## config.mk

```make
export PLATFORM = sky130hd
export DESIGN_NAME = cau_div_cell
export DESIGN_NICKNAME = d
export VERILOG_FILES = /design/src/rtl/core/cau_div_cell.sv
export SDC_FILE = /design/constraint.sdc
export NUM_CORES = 1
export LEC_CHECK = 0
export ABC_AREA = 1
export BUFFER_PORTS_ARGS = -buffer_cell sky130_fd_sc_hd__buf_4
export CAP_MARGIN = 25
export CORE_ASPECT_RATIO = 0.75
export CORE_MARGIN = 3
export CORE_UTILIZATION = 46
export DETAILED_ROUTE_END_ITERATION = 16
export PLACE_DENSITY = 0.72
export SYNTH_ARGS = -nofsm -noshare
export SYNTH_HDL_FRONTEND = slang
export SYNTH_SLANG_ARGS = --single-unit
```

## constraint.sdc

```tcl
create_clock -name clk_i -period 2.81 [get_ports clk_i]
set_input_delay 0.562 -clock clk_i [delete_from_list [all_inputs] [get_ports clk_i]]
set_output_delay 0.562 -clock clk_i [all_outputs]
set_load 0.05 [all_outputs]
```

## src/rtl/core/cau_div_cell.sv

```systemverilog
// One restoring-division cell: produces one quotient bit for each of two lanes.
// Depends on nothing; chained by the top level.
module cau_div_cell #(
  parameter int NUM_W = 48,
  parameter int DEN_W = 33
) (
  input  logic             clk_i,
  input  logic             valid_i,
  input  logic [DEN_W-1:0] den_i,
  input  logic [NUM_W-1:0] rem_re_i,
  input  logic [NUM_W-1:0] num_re_i,
  input  logic [NUM_W-1:0] rem_im_i,
  input  logic [NUM_W-1:0] num_im_i,
  output logic [NUM_W-1:0] rem_re_o,
  output logic [NUM_W-1:0] num_re_o,
  output logic [NUM_W-1:0] rem_im_o,
  output logic [NUM_W-1:0] num_im_o
);
  logic [NUM_W:0] tre, tim, dx;
  logic [NUM_W-1:0] rre_d, nre_d, rim_d, nim_d;

  always_comb begin
    dx    = {{(NUM_W+1-DEN_W){1'b0}}, den_i};
    tre   = {rem_re_i, num_re_i[NUM_W-1]};
    tim   = {rem_im_i, num_im_i[NUM_W-1]};
    nre_d = {num_re_i[NUM_W-2:0], 1'b0};
    nim_d = {num_im_i[NUM_W-2:0], 1'b0};
    if (tre >= dx) begin
      tre      = tre - dx;
      nre_d[0] = 1'b1;
    end
    if (tim >= dx) begin
      tim      = tim - dx;
      nim_d[0] = 1'b1;
    end
    rre_d = tre[NUM_W-1:0];
    rim_d = tim[NUM_W-1:0];
  end

  always_ff @(posedge clk_i) begin
    if (valid_i) begin
      rem_re_o <= rre_d;
      num_re_o <= nre_d;
      rem_im_o <= rim_d;
      num_im_o <= nim_d;
    end
  end
endmodule
```

==> impl_metrics.tcl, run 1 <==
set metrics [dict create \
    finalSetupViolCount 0 \
    detail-route-antenna-nets 0 \
    gp_congestion 1.05 \
    netlist_top_cells_count "nand2_1 (865), inv_1 (429), edfxtp_1 (192), nor2_1 (153), nand3_1 (107)" \
    row_count 55 \
    synth-seq-cells 192 \
    yosys.area_share.simple 0.370 \
    synth_adder_area_share 0.0593 \
    dieArea_um2 34000 \
    grt_pass1_wl_um 87400 \
    drt-vias-per-instance 5.15 \
    hold_buffers 0 \
    ios 419 \
    outcome "finished, final reports clean" \
    synth.largest_area_cell "edfxtp_1" \
    synthCells 2098 \
    cts_max_level 4 \
    hpwl_um 51100 \
    post_cts_buffers 0 \
    grt_start_max_net_pins 58 \
    powerDensity_nw_per_um2 510 \
    path_clk_slew_ps 80 \
    seqCellArea_um2 5770 \
    cts-root-buf "clkbuf_16" \
    fp.dieH_um 160 \
    initial_core_util 0.476 \
    fin_util 0.633 \
    crit_slowest_cell "ha_1" \
    clock.fmax_ghz 0.413 \
    worst_pin_slew_ps 560 \
    drive_gt1_frac 0.244 \
    drt_iter0_drc 1932 \
    clk_path_buf_depth 2 \
    multi_input_area_um2 6990 \
    fin_crit_sh 0.861 \
    drc 0 \
    areaGrowthSynthToFinish_pct 33.0 \
    slew_headroom 0.624 \
    synth_top_family_by_area "simple AND/OR/NAND/NOR gates" \
    path_buf_inv 3 \
    tns_ps 0 \
    crit_type "input port to flop" \
    synth_xor_xnor_area_share 0.0210 \
    track_usage 0.346 \
    synth-seq-area-share 0.395 \
    crit_family "simple AND/OR/NAND/NOR gates" \
    synth.most_common_cell "nand2_1" \
    fin_area_um2 19400 \
    dr.pass1.iters 8 \
    muxShareOfSynthArea 0 \
    final_max_slew_viol_count 0 \
    synth_compound_area_frac 0.0283 \
    yosysUniqueCellTypes 33 \
    gr-total-overflow 0 \
    post_drt_wl_per_cell_um 20.1 \
    coreArea_um2 30700 \
    power_uw 9910 \
    hold_class "input port to flop" \
    antenna_found_initial 1 \
    grt_pass1_vias 14500 \
    crit_fanout 4 \
    synth_top_area_frac 0.395 \
    synth_nets 2393 \
    arrival_ps 2650 \
    min_period_ps 2420 \
    numCtsBuffers 17 \
    ys_warn_count 0 \
    syn_area_per_cell_um2 6.96 \
    synth_area_leaders "edfxtp_1 (39%), nand2_1 (22%), inv_1 (11%)" \
    cts_tree "yes" \
    synth_top_flop_cell "edfxtp_1" \
    vdd_drop_max_mv 0.451 \
    drt-total-wl_um 60700 \
    place_area_um2 18900 \
    synth_edf_count 192 \
    max_cap_violations 0 \
    p_leak_uw 0.0104 \
    crit_required_ps 3040 \
    grt_setup_unrepaired "false" \
    io_buffers 418 \
    synth_area_um2 14600 \
    cp-start-kind "input port" \
    hold_violations 0 \
    cpMostUsedCell "nand2_1" \
    num_vias 15600 \
    worstPathCellList "buf_4, inv_1, ha_1, nand2_1, nor2_1, inv_1, nor2_1, nand3_1, nand2_1, nand2_1, nand3_2, nand2_1" \
    cts.sinks 192 \
    num-nets-final 2903 \
    fill_cells 2801 \
    die_x_um 212 \
    cpPeakStageDelay_ps 360 \
    ys_async_sr_fraction 0 \
    crit_path_end_kind "flop" \
    cts.repair.resized 0 \
]
==> placed cells by master, fill, tap and decap left out, drive strengths merged, types with 3 or more instances in the layout <==
cell    Yosys  routed
a21oi      62      62
and2        3       3
buf        17     507
clkbuf      0      18
clkinv      0       6
edfxtp    192     192
ha         66      66
inv       441     447
nand2     891     891
nand3     130     130
nand3b      9       9
nand4      37      37
nor2      177     177
nor3       17      17
o21ai      13      13
or2         4       4
xor2       33      33
==> through the flow <==
stage / setup WS [ps] / hold slack (ps) / instances
after floorplan: 513 / 661 / 2098
after global placement: 19.5 / 740 / 2988
after detailed placement: 33.7 / 741 / 2988
after CTS: 528 / 250 / 3019
after global routing: 293 / 243 / 3020
final: 391 / 265 / 3020
==> sequential cells by signal (all words and copies together) (netlist names) <==
register / flops
rem_im_o: 48
num_re_o: 48
num_im_o: 48
rem_re_o: 48
==> area by class of cell <==
type,count,share of cell area
sequential,192,0.297
clock inverter,14,0.00766
timing repair buffer,508,0.203
clock buffer,17,0.0219
inverter,441,0.0853
antenna,1,0.000129
multi-input combinational,1448,0.360
tap,399,0.0257
==> report_power, final <==
part / total [uW] / internal, uW / switching, uW
Sequential: 3640 / 3530 / 114
Combinational: 3810 / 1190 / 2620
Clock: 2460 / 1180 / 1280
Total: 9910 / 5900 / 4010
==> metal layers <==
metal	track usage	vias up	part of all wire
met4	0.118	0	0.035
met3	0.0918	97	0.11
li1	-	7502	-
met1	0.494	7122	0.44
met5	0	-	0
met2	0.510	847	0.41
==> final timing paths <==
check / start / endpoint / slack, ps / cells past startpoint
worst max-delay path: den_i[18] / rem_im_o[27]$_DFFE_PP_ / 390 / 12
worst min-delay path: num_re_i[3] / num_re_o[4]$_DFFE_PP_ / 270 / 1
==> kinds of logic (layout without fill, tap and decap cells) <==
group,count (synthesis),in the layout
buffers and inverters,458,980
other,0,1
AND/OR/NAND/NOR,1270,1270
AO/OA/AOI/OAI,75,75
adder cells (fa/ha/maj),68,68
XOR/XNOR,35,35
flip-flops,192,192
(Power assumes the default switching activity.)
==> inputs of run 2 (changes only) <==
--- a/config.mk
+++ b/config.mk
@@ -12,7 +12,10 @@
 export CORE_MARGIN = 3
 export CORE_UTILIZATION = 46
 export DETAILED_ROUTE_END_ITERATION = 16
+export GPL_TIMING_DRIVEN = 0
 export PLACE_DENSITY = 0.72
+export RECOVER_POWER = 25
+export SLEW_MARGIN = 10
 export SYNTH_ARGS = -nofsm -noshare
 export SYNTH_HDL_FRONTEND = slang
 export SYNTH_SLANG_ARGS = --single-unit
==> impl_metrics.tcl, run 2 (synthesis gave the netlist of run 1 again) <==
set metrics [dict create \
    clk_path_buf_depth 2 \
    clock.fmax_ghz 0.373 \
    dieArea_um2 34000 \
    detail-route-antenna-nets 0 \
    grt_start_max_net_pins 110 \
    cpPeakStageDelay_ps 480 \
    post_drt_wl_per_cell_um 19.5 \
    p_leak_uw 0.0100 \
    outcome "complete, but fails checks" \
    fin_area_um2 18900 \
    coreArea_um2 30700 \
    drive_gt1_frac 0.222 \
    tns_ps 0 \
    io_buffers 418 \
    cp-start-kind "input port" \
    slew_headroom -0.468 \
    hold_violations 0 \
    crit_slowest_cell "a21oi_2" \
    fill_cells 2917 \
    crit_path_end "rem_im_o[32]$_DFFE_PP_" \
    hpwl_um 48400 \
    grt_pass1_wl_um 84200 \
    numCtsBuffers 17 \
    hold_class "input port to flop" \
    cts.sinks 192 \
    drt_iter0_drc 1463 \
    drt-total-wl_um 57400 \
    arrival_ps 2900 \
    num_vias 15000 \
    path_buf_inv 3 \
    gp_congestion 1.06 \
    final_max_slew_viol_count 84 \
    min_period_ps 2680 \
    crit_family "simple AND/OR/NAND/NOR gates" \
    row_count 55 \
    cts.repair.resized 0 \
    cpMostUsedCell "nand2_1" \
    drc 0 \
    gr-total-overflow 0 \
    crit_required_ps 3030 \
    max_cap_violations 1 \
    fin_crit_sh 0.954 \
    crit_fanout 5 \
    track_usage 0.334 \
    final_common_cell "nand2_1" \
    violations "capacitance limit, slew limit" \
    path_depth 13 \
    power_uw 9730 \
    num-nets-final 2831 \
    fp.dieH_um 160 \
    crit_path_end_kind "flop" \
    cts-root-buf "clkbuf_16" \
    antenna_found_initial 1 \
    worst_pin_slew_ps 2200 \
    grt_pass1_vias 14400 \
    hold_buffers 0 \
    grt_setup_unrepaired "false" \
    crit_type "input port to flop" \
    finalSetupViolCount 0 \
    powerDensity_nw_per_um2 516 \
    initial_core_util 0.476 \
    drt-vias-per-instance 5.08 \
    cts_tree "yes" \
    post_cts_buffers 0 \
    cts_max_level 4 \
    path_clk_slew_ps 80 \
    dr.pass1.iters 6 \
    hold_ws_ps 285 \
    startpoint "den_i[23]" \
    place_area_um2 18300 \
    worstPathCellList "buf_4, inv_1, ha_1, nand2_1, inv_1, nand2_1, nand2_1, a21oi_2, nor2_1, nor2_1, nand3_1, nand3_1, nand2_1" \
    ios 419 \
    areaGrowthSynthToFinish_pct 29.1 \
    die_x_um 212 \
    final_cell_mix "nand2_1 (865), inv_1 (429), buf_4 (324)" \
    vdd_drop_max_mv 0.414 \
]
-- run 2: cell count changes in the layout (fill, tap and decap cells not counted), sizes merged --
cell	delta
buf	-166
clkbuf	+95
clkinv	+1
diode	+1
inv	-1
-- run 2: layout make-up --
cell class,instances,area (um2),area share
Antenna cell,2,5.00,0.000265
Multi-Input combinational cell,1448,6990,0.371
Clock inverter,14,155,0.00823
Buffer,17,199,0.0105
Tap cell,399,499,0.0265
Clock buffer,18,429,0.0228
Sequential cell,192,5770,0.306
Timing Repair Buffer,419,3160,0.168
Inverter,441,1660,0.0879
-- run 2: worst min-delay path by stage --
| stage | cells past startpoint | from | to | slack [ps] |
|---|---|---|---|---|
| 2_1_floorplan | 0 | num_im_i[9] | num_im_o[10]$_DFFE_PP_ | 660 |
| 3_3_place_gp | 1 | num_re_i[20] | num_re_o[21]$_DFFE_PP_ | 740 |
| 3_5_place_dp | 1 | num_re_i[6] | num_re_o[7]$_DFFE_PP_ | 740 |
| 4_1_cts | 1 | num_re_i[6] | num_re_o[7]$_DFFE_PP_ | 240 |
| 5_1_grt | 1 | num_im_i[37] | num_im_o[38]$_DFFE_PP_ | 270 |
| 6_report | 1 | num_im_i[10] | num_im_o[11]$_DFFE_PP_ | 280 |
-- run 2: stage by stage --
step | setup WS (ps) | instances | util
after floorplan | 513 | 2098 | -
after global placement | -392 | 2915 | 0.594
after global routing | 72.5 | 2949 | 0.614
after CTS | 146 | 2948 | 0.615
after detailed placement | -356 | 2916 | 0.596
final | 129 | 2950 | 0.615
-- run 2: routing by layer --
metal	routed length [um]	part of all wire	up-vias	global-route usage
li1	-	-	7350	-
met1	24400	0.43	6848	0.449
met2	24400	0.42	717	0.503
met3	6940	0.12	79	0.122
met4	1650	0.029	0	0.106
met5	0	0	-	0
-- run 2: power breakdown --
group / switching, uW / total, uW / internal [uW]
clock network: 1290 / 2480 / 1190
logic: 2540 / 3620 / 1080
registers: 101 / 3630 / 3530
total: 3930 / 9730 / 5800
==> inputs of run 3 (changes only) <==
--- a/config.mk
+++ b/config.mk
@@ -14,7 +14,7 @@
 export DETAILED_ROUTE_END_ITERATION = 16
 export GPL_TIMING_DRIVEN = 0
 export PLACE_DENSITY = 0.72
-export RECOVER_POWER = 25
+export RECOVER_POWER = 50
 export SLEW_MARGIN = 10
 export SYNTH_ARGS = -nofsm -noshare
 export SYNTH_HDL_FRONTEND = slang
==> impl_metrics.tcl, run 3 (synthesis gave the netlist of run 1 again) <==
set metrics [dict create \
    outcome "complete, but fails checks" \
    violations "capacitance limit, slew limit" \
    min_period_ps 2660 \
    fin_area_um2 18900 \
    gp_congestion 1.06 \
    fp.dieH_um 160 \
    final_common_cell "nand2_1" \
    areaGrowthSynthToFinish_pct 29.1 \
    drive_gt1_frac 0.221 \
    dieArea_um2 34000 \
    slew_headroom -0.468 \
    drc 0 \
    post_cts_buffers 0 \
    arrival_ps 3000 \
    final_cells 2950 \
    hp-start "num_im_i[10]" \
    path_clk_slew_ps 80 \
    hold_violations 0 \
    crit_type "input port to flop" \
    cts-root-buf "clkbuf_16" \
    ios 419 \
    fin_crit_sh 0.946 \
    worst_pin_slew_ps 2200 \
    grt_setup_unrepaired "false" \
    drt-vias-per-instance 5.07 \
    dr.pass1.iters 6 \
    cts_max_level 4 \
    antenna_found_initial 1 \
    hold_class "input port to flop" \
    grt_pass1_vias 14400 \
    final_max_slew_viol_count 84 \
    max_cap_violations 1 \
    num_vias 15000 \
    grt_pass1_wl_um 84200 \
    place_area_um2 18300 \
    grt_start_max_net_pins 110 \
    gr-total-overflow 0 \
    vdd_drop_max_mv 0.414 \
    clock.fmax_ghz 0.376 \
    dp_cells 2916 \
    num-nets-final 2831 \
    cp-start-kind "input port" \
    detail-route-antenna-nets 0 \
    clk_path_buf_depth 2 \
    drt_iter0_drc 1463 \
    row_count 55 \
    crit_required_ps 3150 \
    cts.repair.resized 0 \
    hpwl_um 48400 \
    crit_fanout 10 \
    track_usage 0.334 \
    hold_buffers 0 \
    fill_cells 2917 \
    hold_end "num_im_o[11]$_DFFE_PP_" \
    numCtsBuffers 17 \
    final_cell_mix "nand2_1 (865), inv_1 (429), buf_4 (322)" \
    p_leak_uw 0.0100 \
    hold_depth 1 \
    initial_core_util 0.476 \
    crit_path_end_kind "flop" \
    post_drt_wl_per_cell_um 19.5 \
    cts.sinks 192 \
    drt-total-wl_um 57400 \
    cts_tree "yes" \
    io_buffers 418 \
    coreArea_um2 30700 \
    finalSetupViolCount 0 \
    powerDensity_nw_per_um2 516 \
    die_x_um 212 \
]
## run 3: cell types whose count changed in the layout (fill, tap and decap cells not counted)
cell	change
buf_4	-2
clkbuf_1	+2
## run 3: per-layer routing
layer,GRT usage,up-vias,part of all wire,routed length (um)
met5,0,-,0,0
li1,-,7349,-,-
met1,0.449,6831,0.43,24400
met4,0.106,0,0.028,1630
met3,0.122,73,0.12,6930
met2,0.503,716,0.43,24400
## run 3: through the flow
stage	hold slack (ps)	setup TNS (ps)	setup WS, ps	util	total power (uW)
floorplan	661	0	513	-	5940
global placement	740	-10850	-392	0.594	7240
detailed placement	741	-10880	-356	0.596	7260
CTS	242	0	146	0.615	9730
global route	267	0	72.5	0.614	10200
finish	285	0	151	0.614	9720
## run 3: worst max-delay path by stage
stage          startpoint                endpoint  slack, ps  depth (start not counted)
2_1_floorplan   den_i[20]  rem_im_o[29]$_DFFE_PP_        510                         14
3_3_place_gp    den_i[23]  rem_im_o[32]$_DFFE_PP_       -390                         13
3_5_place_dp    den_i[23]  rem_im_o[32]$_DFFE_PP_       -360                         13
4_1_cts         den_i[23]  rem_im_o[32]$_DFFE_PP_        150                         13
5_1_grt           valid_i  rem_im_o[28]$_DFFE_PP_         70                          2
6_report        den_i[30]  rem_im_o[30]$_DFFE_PP_        150                         16
## run 3: critical path, stage by stage
cell and delay (ps):
buf_4 80, inv_1 100, ha_1 440, nand2_1 170, nor2_2 240, nand2_1 150, inv_2 70, nand2_2 60
nor2_2 70, nand2_1 140, nand2_2 140, nor2_2 60, nand2_4 70, buf_2 300, nand3_1 220, nand2_1 110
## run 3: cell type report
type                       instances  area (um2)  area share
antenna                            2        5.00    0.000265
timing repair buffer             419        3150       0.167
sequential                       192        5770       0.306
clock buffer                      18         429      0.0228
buffer                            17         199      0.0106
clock inverter                    14         155     0.00823
multi-input combinational       1448        6990       0.371
inverter                         441        1660      0.0879
tap                              399         499      0.0265
## run 3: power breakdown
part	internal (uW)	switching, uW	total [uW]
clock	1190	1290	2470
combinational	1080	2540	3620
sequential	3530	101	3630
total	5800	3930	9720
